### src/rtl/core/assert_macros.svh
// assertion macros used by the top-level rtl file
// needs clk_i and rst_ni in the scope of each use
`ifndef ASSERT_MACROS_SVH
`define ASSERT_MACROS_SVH

// implication checked in the same cycle
`define APT_ASSERT_IMPL(lbl, ante, cons, msg) \
  lbl: assert property (@(posedge clk_i) disable iff (!rst_ni) (ante) |-> (cons)) \
    else $error(msg);

// consequence checked a fixed number of cycles later
`define APT_ASSERT_DELAY(lbl, ante, n, cons, msg) \
  lbl: assert property (@(posedge clk_i) disable iff (!rst_ni) (ante) |-> ##n (cons)) \
    else $error(msg);

`endif

### src/rtl/core/apt_pkg.sv
// shared types and constants of the affine point transform
// no dependencies
package apt_pkg;

  typedef enum logic [1:0] {
    OP_W2P_CLAMP = 2'd0,
    OP_W2P_WIDE  = 2'd1,
    OP_P2W       = 2'd2
  } opcode_e;

  localparam logic [2:0] REG_COEF_11 = 3'd0;
  localparam logic [2:0] REG_COEF_12 = 3'd1;
  localparam logic [2:0] REG_COEF_21 = 3'd2;
  localparam logic [2:0] REG_COEF_22 = 3'd3;
  localparam logic [2:0] REG_SHIFT_X = 3'd4;
  localparam logic [2:0] REG_SHIFT_Y = 3'd5;

  localparam int unsigned CLAMP_LIMIT = 32000;
  localparam int unsigned NUM_CELLS   = 31;
  localparam int unsigned REM_W       = 89;
  localparam int unsigned DEN_W       = 64;

  typedef struct packed {
    logic signed [31:0] c11;
    logic signed [31:0] c12;
    logic signed [31:0] c21;
    logic signed [31:0] c22;
    logic signed [31:0] dx;
    logic signed [31:0] dy;
  } coef_t;

  typedef struct packed {
    logic             is_div;
    logic             sing;
    logic             neg_x;
    logic             neg_y;
    logic             ovf_x;
    logic             ovf_y;
    logic [31:0]      q_x;
    logic [31:0]      q_y;
    logic [REM_W-1:0] rem_x;
    logic [REM_W-1:0] rem_y;
    logic [DEN_W-1:0] den;
  } cell_word_t;

endpackage

### src/rtl/core/apt_div_cell.sv
// one restoring division cell: one quotient bit for each axis
// depends on apt_pkg
module apt_div_cell #(
  parameter int unsigned SHIFT = 0
) (
  input  logic                clk_i,
  input  logic                rst_ni,
  input  logic                in_valid_i,
  input  apt_pkg::cell_word_t in_word_i,
  output logic                out_valid_o,
  output apt_pkg::cell_word_t out_word_o
);

  localparam int unsigned CmpW = apt_pkg::DEN_W + apt_pkg::NUM_CELLS;

  logic [CmpW-1:0] dsh, rx, ry, dx_diff, dy_diff;
  apt_pkg::cell_word_t word_d, word_q;
  logic valid_q;

  assign dsh     = CmpW'(in_word_i.den) << SHIFT;
  assign rx      = CmpW'(in_word_i.rem_x);
  assign ry      = CmpW'(in_word_i.rem_y);
  assign dx_diff = rx - dsh;
  assign dy_diff = ry - dsh;

  always_comb begin
    word_d = in_word_i;
    if (in_word_i.is_div && (rx >= dsh)) begin
      word_d.rem_x      = dx_diff[apt_pkg::REM_W-1:0];
      word_d.q_x[SHIFT] = 1'b1;
    end
    if (in_word_i.is_div && (ry >= dsh)) begin
      word_d.rem_y      = dy_diff[apt_pkg::REM_W-1:0];
      word_d.q_y[SHIFT] = 1'b1;
    end
  end

  always_ff @(posedge clk_i or negedge rst_ni) begin
    if (!rst_ni) begin
      valid_q <= 1'b0;
    end else begin
      valid_q <= in_valid_i;
    end
  end

  always_ff @(posedge clk_i) begin
    word_q <= word_d;
  end

  assign out_valid_o = valid_q;
  assign out_word_o  = word_q;

endmodule

### config.mk
export PLATFORM = sky130hd
export DESIGN_NAME = apt_div_cell
export DESIGN_NICKNAME = d
export VERILOG_FILES = /design/src/rtl/core/assert_macros.svh /design/src/rtl/core/apt_pkg.sv /design/src/rtl/core/apt_div_cell.sv
export SDC_FILE = /design/constraint.sdc
export NUM_CORES = 1
export LEC_CHECK = 0
export ABC_AREA = 1
export BUFFER_PORTS_ARGS = -buffer_cell sky130_fd_sc_hd__clkbuf_2
export CAP_MARGIN = 20
export CORE_ASPECT_RATIO = 2
export CORE_UTILIZATION = 35
export DETAILED_ROUTE_END_ITERATION = 10
export PLACE_DENSITY_LB_ADDON = 0.25
export SETUP_SLACK_MARGIN = 0.3
export SYNTH_ARGS = -nofsm -noshare
export SYNTH_HDL_FRONTEND = slang
export SYNTH_SLANG_ARGS = --single-unit
### constraint.sdc
create_clock -name clk_i -period 0.8 [get_ports clk_i]
set_input_delay 0.04 -clock clk_i [delete_from_list [all_inputs] [get_ports clk_i]]
set_output_delay 0.04 -clock clk_i [all_outputs]
set_load 0.005 [all_outputs]
==> metrics.txt, run 1 <==
# TYPE chip_impl_metric gauge
chip_impl_info{name="outcome",value="finished with violations"} 1
chip_impl_info{name="violated_checks",value="negative hold slack, negative setup slack"} 1
chip_impl_metric{name="fillerInstances",unit=""} 5887
chip_impl_metric{name="place_congestion",unit=""} 1.103
chip_impl_metric{name="max-cap-violations",unit=""} 0
chip_impl_metric{name="numCtsBuffers",unit=""} 30
chip_impl_info{name="worst_hold_path_type",value="input pin to flip-flop"} 1
chip_impl_info{name="synth_ff_type",value="sky130_fd_sc_hd__dfxtp_1"} 1
chip_impl_metric{name="grtUsageTotal",unit="%"} 48.18
chip_impl_metric{name="post_route_cells_drive_above_1_share",unit="%"} 41.30
chip_impl_metric{name="die-width",unit="microns"} 188.4
chip_impl_metric{name="die_h",unit="microns"} 374.8
chip_impl_metric{name="netlist_instances",unit=""} 4415
chip_impl_metric{name="floorplan.rows",unit=""} 136
chip_impl_info{name="timing.critical_path.from_type",value="input pin"} 1
chip_impl_metric{name="max-slew-margin-rel",unit="%"} 62.77
chip_impl_metric{name="timing.fmax",unit="MHz"} 523.8
chip_impl_metric{name="clock_sink_count",unit=""} 313
chip_impl_metric{name="area_after_detailed_placement",unit="sq um"} 37890
chip_impl_metric{name="vdd.ir_drop.worst",unit="V"} 0.001881
chip_impl_metric{name="min_period_over_period",unit="%"} 238.6
chip_impl_metric{name="io_buffers",unit=""} 627
chip_impl_metric{name="p_leak",unit="nW"} 26.37
chip_impl_info{name="cts-root-buf",value="sky130_fd_sc_hd__clkbuf_16"} 1
chip_impl_metric{name="layout.nets",unit=""} 6959
chip_impl_metric{name="clock_path_buffers",unit=""} 3
chip_impl_metric{name="hold_slack",unit="ns"} -0.3366
chip_impl_metric{name="drt-total-wl",unit="microns"} 178900
chip_impl_metric{name="initial_utilization",unit="%"} 35.38
chip_impl_metric{name="crit_arrival",unit="ns"} 2.52
chip_impl_metric{name="place_inst",unit=""} 6947
chip_impl_metric{name="dp_hpwl",unit="microns"} 136100
chip_impl_metric{name="tightest_slew",unit="ns"} 0.5585
chip_impl_metric{name="pwr_density_cell",unit="nW/um^2"} 1370
chip_impl_metric{name="finalSetupViolations",unit=""} 493
chip_impl_metric{name="syn-mean-instance-area",unit="sq um"} 5.509
chip_impl_metric{name="final_total_power",unit="mW"} 64.55
chip_impl_metric{name="finalHoldViolCount",unit=""} 23
chip_impl_metric{name="worst_slack",unit="ns"} -1.109
chip_impl_metric{name="maximum_number_of_pins_on_one_net_before_global_route_repair",unit=""} 41
chip_impl_metric{name="grt_overflow",unit=""} 0
chip_impl_metric{name="vias_in_the_first_global_route",unit=""} 38631
chip_impl_metric{name="syn2layout_area_growth",unit="%"} 93.71
chip_impl_info{name="mostFrequentLayoutCell",value="sky130_fd_sc_hd__nand2_1"} 1
chip_impl_metric{name="synth_area",unit="sq um"} 24320
chip_impl_metric{name="wl_per_cell",unit="microns"} 24.05
chip_impl_metric{name="postSynthRegisterBits",unit=""} 313
chip_impl_info{name="mostFrequentLayoutCells",value="sky130_fd_sc_hd__nand2_1 (1631), sky130_fd_sc_hd__buf_4 (1042), sky130_fd_sc_hd__inv_1 (805)"} 1
chip_impl_metric{name="drt_pass1_iterations",unit=""} 6
chip_impl_metric{name="via_per_inst",unit=""} 5.127
chip_impl_metric{name="final_core_utilization",unit="%"} 68.54
chip_impl_info{name="tritoncts",value="done"} 1
chip_impl_metric{name="grt_pass1_wl",unit="microns"} 245300
chip_impl_metric{name="std_cell_core_area",unit="sq um"} 68750
chip_impl_metric{name="layout_min_cycle_time",unit="ns"} 1.909
chip_impl_metric{name="worst_ep_required_time",unit="ns"} 1.41
chip_impl_info{name="rsz0062_at_grt",value="yes"} 1
chip_impl_metric{name="finalMaxSlewViolations",unit=""} 0
chip_impl_metric{name="critical_path_peak_fanout",unit=""} 7
chip_impl_metric{name="drc",unit=""} 0
chip_impl_metric{name="post_synth_num_cell_types",unit=""} 33
chip_impl_metric{name="synth.net_count",unit=""} 4860
chip_impl_metric{name="yosysWarningCount",unit=""} 0
chip_impl_metric{name="clk_transition_reported_paths",unit="ns"} 0.08
chip_impl_metric{name="synth_enable_flop_cells",unit=""} 0
chip_impl_metric{name="number_of_antenna_violations_at_the_first_check_in_global_routing",unit=""} 4
chip_impl_metric{name="ys_async_sr_fraction",unit="%"} 0.3195
chip_impl_metric{name="floorplan.die_area",unit="sq um"} 70620
chip_impl_metric{name="vias",unit=""} 38147
chip_impl_metric{name="ant_nets",unit=""} 0
chip_impl_metric{name="drt-initial-drc-count",unit=""} 2535
chip_impl_metric{name="ios",unit=""} 628
chip_impl_metric{name="cts_max_level",unit=""} 1
chip_impl_info{name="crit_path_end_kind",value="flip-flop"} 1
chip_impl_info{name="setup.worst_path.class",value="input pin to flip-flop"} 1
chip_impl_metric{name="sequential_share_of_the_synthesized_area",unit="%"} 25.78
chip_impl_metric{name="stdcell_area",unit="sq um"} 47120
chip_impl_metric{name="layout.cells.non_filler",unit=""} 7440
[cell type report]
class	instances	area (sq um)	area share, %
Antenna cell	6	15.01	0.03187
Clock buffer	37	838.3	1.779
Clock inverter	18	292.8	0.6214
Inverter	894	3456	7.334
Multi-Input combinational cell	3158	18430	39.12
Sequential cell	313	6271	13.31
Tap cell	897	1122	2.382
Timing Repair Buffer	2117	16690	35.42
[cells in the mapped netlist, drive strengths merged, types with 6 or more instances]
library cell,number,share of area (%)
xor2,71,2.6
o21bai,9,0.28
nand4,59,1.5
and2,12,0.31
nand2,2015,31
nor4,6,0.15
clkbuf,13,0.20
nor2,408,6.4
inv,894,14
dfxtp,312,26
xnor2,9,0.32
and3,6,0.15
ha,128,6.6
buf,37,1.3
nor3,23,0.51
a21oi,92,1.9
nand3,266,5.5
nand3b,18,0.56
o21ai,26,0.53
[through the flow]
step	setup slack (ns)	TNS, ns
CTS	-0.9767	-265.77
detailed placement	-2.186	-329.49
global placement	-2.195	-326.96
global route	-1.192	-304.62
finish	-1.109	-289.20
floorplan	-0.9824	-172.80
[repair_timing]
item | CTS | global route
resized for setup | 564 | 464
hold buffers | 295 | 7
buffers inserted | 77 | 35
pin swaps | 116 | 164
cloned | 13 | 5
setup endpoints to repair | 493 | 493
endpoints found under the hold margin | 314 | 30
[sequential cells by signal, summed over array words and instances (netlist names)]
signal,cells
out_word_o,312
out_valid_o,1
[path summary, 6_finish.rpt]
path	startpoint	end	slack, ns	depth (start not counted)
max	in_word_i[1]	out_word_o[112]	-1.11	15
min	in_word_i[64]	out_word_o[64]	-0.34	3
max in group asynchronous	rst_ni	out_valid_o	0.35	3
min in group asynchronous	rst_ni	out_valid_o	0.29	3
[per-layer routing]
| metal | part of all wire (%) | track usage, % | vias up |
|---|---|---|---|
| met1 | 29 | 39.82 | 17253 |
| met4 | 16 | 59.84 | 0 |
| met3 | 7.5 | 10.92 | 1172 |
| met5 | 0 | 0 | - |
| met2 | 48 | 85.47 | 2365 |
| li1 | - | - | 17357 |
[critical path: stages]
cell and delay (ns):
sky130_fd_sc_hd__clkbuf_4 0.17, sky130_fd_sc_hd__inv_2 0.08, sky130_fd_sc_hd__ha_1 0.36, sky130_fd_sc_hd__buf_4 0.14, sky130_fd_sc_hd__nand3_1 0.13, sky130_fd_sc_hd__nor3_4 0.23
sky130_fd_sc_hd__nand3_4 0.12, sky130_fd_sc_hd__nor3_4 0.27, sky130_fd_sc_hd__nor2_4 0.08, sky130_fd_sc_hd__buf_6 0.13, sky130_fd_sc_hd__a21oi_4 0.21, sky130_fd_sc_hd__buf_12 0.23
sky130_fd_sc_hd__buf_12 0.18, sky130_fd_sc_hd__nand2_4 0.05, sky130_fd_sc_hd__nand2_2 0.09
[cells by family (layout without fill, tap and decap cells)]
| group | after synthesis | after routing | synth area share, % |
|---|---|---|---|
| other cells | 0 | 6 | 0 |
| buf+inv | 944 | 3066 | 15.33 |
| compound gates | 132 | 132 | 2.876 |
| flops | 313 | 313 | 25.78 |
| simple gates | 2816 | 2816 | 46.38 |
| xor+xnor | 80 | 80 | 2.881 |
| fa+ha+maj | 130 | 130 | 6.749 |
[power breakdown]
group / switching, mW / internal, mW / leakage, nW / total, mW
combinational: 16.3 / 13.3 / 23.2 / 29.6
clock: 7.64 / 9.50 / 0.545 / 17.1
sequential: 0.740 / 17.1 / 2.64 / 17.8
(Power assumes the default switching activity.)
==> run 2: changes to the inputs <==
CORE_ASPECT_RATIO = 0.5   (was 2)
PLACE_DENSITY = 0.57   (was unset)
PLACE_DENSITY_LB_ADDON = unset   (was 0.25)
==> run 2 against run 1 <==
The flow still finishes with violations (negative hold slack, negative setup slack); flip-flop and latch count stayed put; design area is 5.8% lower; die area stayed put; first-iteration DRC count is 17% higher; global-route usage is 10 points lower; final cell count is 2.1% lower; fmax is 0.55% higher; combinational power is 12% lower; routed wire length is 20% lower; critical path type unchanged; largest power group unchanged.
==> metrics.txt, run 2 (same netlist as run 1, synthesis figures left out) <==
# TYPE chip_impl_metric gauge
chip_impl_metric{name="pre_cts_slack",unit="ns"} -2.096
chip_impl_info{name="mostFrequentLayoutCells",value="sky130_fd_sc_hd__nand2_1 (1791), sky130_fd_sc_hd__buf_4 (976), sky130_fd_sc_hd__inv_1 (831)"} 1
chip_impl_metric{name="die_h",unit="microns"} 188.4
chip_impl_metric{name="maximum_number_of_pins_on_one_net_before_global_route_repair",unit=""} 43
chip_impl_metric{name="drt-total-wl",unit="microns"} 142400
chip_impl_metric{name="cts_max_level",unit=""} 1
chip_impl_metric{name="largest_register_ffs",unit=""} 312
chip_impl_metric{name="critical_path_peak_fanout",unit=""} 6
chip_impl_info{name="critPathTopFamily",value="simple AND/OR/NAND/NOR gates"} 1
chip_impl_info{name="worst_hold_path_type",value="input pin to flip-flop"} 1
chip_impl_metric{name="fin_setup_tns",unit="ns"} -278.68
chip_impl_info{name="outcome",value="finished with violations"} 1
chip_impl_metric{name="min_period_over_period",unit="%"} 237.3
chip_impl_metric{name="place_inst",unit=""} 6853
chip_impl_info{name="violated_checks",value="negative hold slack, negative setup slack"} 1
chip_impl_metric{name="drc",unit=""} 0
chip_impl_metric{name="dp_hpwl",unit="microns"} 115200
chip_impl_metric{name="floorplan.rows",unit=""} 67
chip_impl_metric{name="vias",unit=""} 34623
chip_impl_metric{name="max-slew-margin-rel",unit="%"} 58.96
chip_impl_info{name="cts-root-buf",value="sky130_fd_sc_hd__clkbuf_16"} 1
chip_impl_metric{name="critPathBufInv",unit=""} 5
chip_impl_metric{name="crit_arrival",unit="ns"} 2.48
chip_impl_metric{name="worst_slack",unit="ns"} -1.099
chip_impl_metric{name="io_buffers",unit=""} 627
chip_impl_metric{name="grtUsageTotal",unit="%"} 37.79
chip_impl_metric{name="post_route_cells_drive_above_1_share",unit="%"} 37.28
chip_impl_metric{name="ant_nets",unit=""} 0
chip_impl_metric{name="grt_pass1_wl",unit="microns"} 199500
chip_impl_metric{name="drt-initial-drc-count",unit=""} 2967
chip_impl_metric{name="number_of_antenna_violations_at_the_first_check_in_global_routing",unit=""} 8
chip_impl_metric{name="vdd.ir_drop.worst",unit="V"} 0.001901
chip_impl_info{name="mostFrequentLayoutCell",value="sky130_fd_sc_hd__nand2_1"} 1
chip_impl_metric{name="pwr_density_cell",unit="nW/um^2"} 1368
chip_impl_metric{name="area_after_detailed_placement",unit="sq um"} 36910
chip_impl_metric{name="maximum_cell_stage_delay_along_the_critical_path",unit="ns"} 0.38
chip_impl_metric{name="vias_in_the_first_global_route",unit=""} 33023
chip_impl_metric{name="finalHoldViolCount",unit=""} 47
chip_impl_metric{name="finalSetupViolations",unit=""} 493
chip_impl_info{name="tritoncts",value="done"} 1
chip_impl_metric{name="grt_overflow",unit=""} 0
chip_impl_info{name="cp_slowest_cell",value="sky130_fd_sc_hd__ha_4"} 1
chip_impl_metric{name="std_cell_core_area",unit="sq um"} 67820
chip_impl_metric{name="ios",unit=""} 628
chip_impl_metric{name="initial_utilization",unit="%"} 35.87
chip_impl_metric{name="clock_path_buffers",unit=""} 3
chip_impl_metric{name="numCtsBuffers",unit=""} 31
chip_impl_metric{name="clk_transition_reported_paths",unit="ns"} 0.07
chip_impl_metric{name="tightest_slew",unit="ns"} 0.6149
chip_impl_metric{name="met2WireLength",unit="microns"} 61510
chip_impl_metric{name="final_total_power",unit="mW"} 60.70
chip_impl_metric{name="finalMaxSlewViolations",unit=""} 0
chip_impl_metric{name="floorplan.die_area",unit="sq um"} 70620
chip_impl_metric{name="hold_slack",unit="ns"} -0.3959
chip_impl_info{name="crit_path_end_kind",value="flip-flop"} 1
chip_impl_info{name="critPathLaunch",value="in_word_i[50]"} 1
chip_impl_metric{name="met3_length",unit="microns"} 12590
chip_impl_metric{name="layout_min_cycle_time",unit="ns"} 1.899
chip_impl_metric{name="p_leak",unit="nW"} 25.02
chip_impl_info{name="timing.critical_path.from_type",value="input pin"} 1
chip_impl_info{name="crit_path_cell_trace",value="clkbuf_2, inv_1, ha_4, nand2_1, nor2_4, nand2_4, nor2_4, nand3_2, nor3_4, nor2_4, buf_6, a21oi_4, buf_6, buf_12, nand2_4, nand2_2"} 1
chip_impl_metric{name="syn2layout_area_growth",unit="%"} 82.47
chip_impl_metric{name="clock_sink_count",unit=""} 313
chip_impl_metric{name="via_per_inst",unit=""} 4.752
chip_impl_metric{name="die-width",unit="microns"} 374.8
chip_impl_metric{name="timing.fmax",unit="MHz"} 526.7
chip_impl_metric{name="place_congestion",unit=""} 1.030
chip_impl_info{name="endpoint_worst_hold",value="out_word_o[64]"} 1
chip_impl_metric{name="drt_pass1_iterations",unit=""} 6
chip_impl_info{name="rsz0062_at_grt",value="yes"} 1
chip_impl_metric{name="fillerInstances",unit=""} 6351
chip_impl_metric{name="final_core_utilization",unit="%"} 65.44
chip_impl_metric{name="stdcell_area",unit="sq um"} 44380
chip_impl_metric{name="wl_per_cell",unit="microns"} 19.54
chip_impl_metric{name="layout.cells.non_filler",unit=""} 7286
chip_impl_metric{name="max-cap-violations",unit=""} 0
chip_impl_metric{name="layout.nets",unit=""} 6804
chip_impl_info{name="critical_path.most_common_cell",value="sky130_fd_sc_hd__nor2_4"} 1
chip_impl_info{name="setup.worst_path.class",value="input pin to flip-flop"} 1
chip_impl_metric{name="wl_met1",unit="microns"} 62150
chip_impl_metric{name="timing.hold.worst_path_depth",unit=""} 3
chip_impl_info{name="route.top_layer_used",value="met5"} 1
chip_impl_info{name="worst_hold_startpoint",value="in_word_i[64]"} 1
chip_impl_metric{name="worst_ep_required_time",unit="ns"} 1.39
## run 2: changes by cell type in the layout (fill, tap and decap cells not counted), moves of 16 or more
cell                      change
sky130_fd_sc_hd__nand2_4     -39
sky130_fd_sc_hd__nand3_1     +16
sky130_fd_sc_hd__buf_12      -16
sky130_fd_sc_hd__buf_4       -66
sky130_fd_sc_hd__nor2_1      -24
sky130_fd_sc_hd__buf_6       -43
sky130_fd_sc_hd__nor2_2      +34
sky130_fd_sc_hd__inv_2       -24
sky130_fd_sc_hd__inv_1       +26
sky130_fd_sc_hd__nand2_2    -120
sky130_fd_sc_hd__nand2_1    +160
## run 2: metal layers
metal	GRT usage (%)	vias up
met5	0	-
met4	13.67	4
met3	9.018	283
met2	59.02	1459
met1	50.50	15813
li1	-	17064
## run 2: cell type report
cell class | count | area [sq um] | share of cell area [%]
Sequential cell | 313 | 6271 | 14.13
Timing Repair Buffer | 1961 | 14750 | 33.23
Multi-Input combinational cell | 3158 | 17630 | 39.73
Antenna cell | 5 | 12.51 | 0.02819
Clock buffer | 35 | 830.8 | 1.872
Inverter | 894 | 3460 | 7.795
Tap cell | 897 | 1122 | 2.529
Clock inverter | 23 | 302.8 | 0.6822
## run 2: how the worst max path moves through the flow
stage | to | slack, ns | cells past startpoint
floorplan | out_word_o[123] | -0.98 | 17
global placement | out_word_o[98] | -2.08 | 16
detailed placement | out_word_o[98] | -2.10 | 16
CTS | out_word_o[188] | -1.00 | 17
global route | out_word_o[138] | -1.12 | 16
finish | out_word_o[134] | -1.10 | 16
## run 2: report_power, final
group          internal [mW]  switching (mW)
logic                   12.0            14.1
registers               17.1           0.537
clock network           9.24            7.79
total                   38.3            22.4
## run 2: worst min-delay path: stages
cell	delay [ns]
sky130_fd_sc_hd__clkbuf_2	0.09
sky130_fd_sc_hd__nand2_1	0.05
sky130_fd_sc_hd__nand2_1	0.04
## run 2: timing repair
item	in CTS	in global routing
buffers inserted	31	42
cloned	3	6
hold buffers	267	21
resized for setup	178	488
pin swaps	22	117
endpoints found under the setup margin	493	493
hold endpoints to repair	314	52
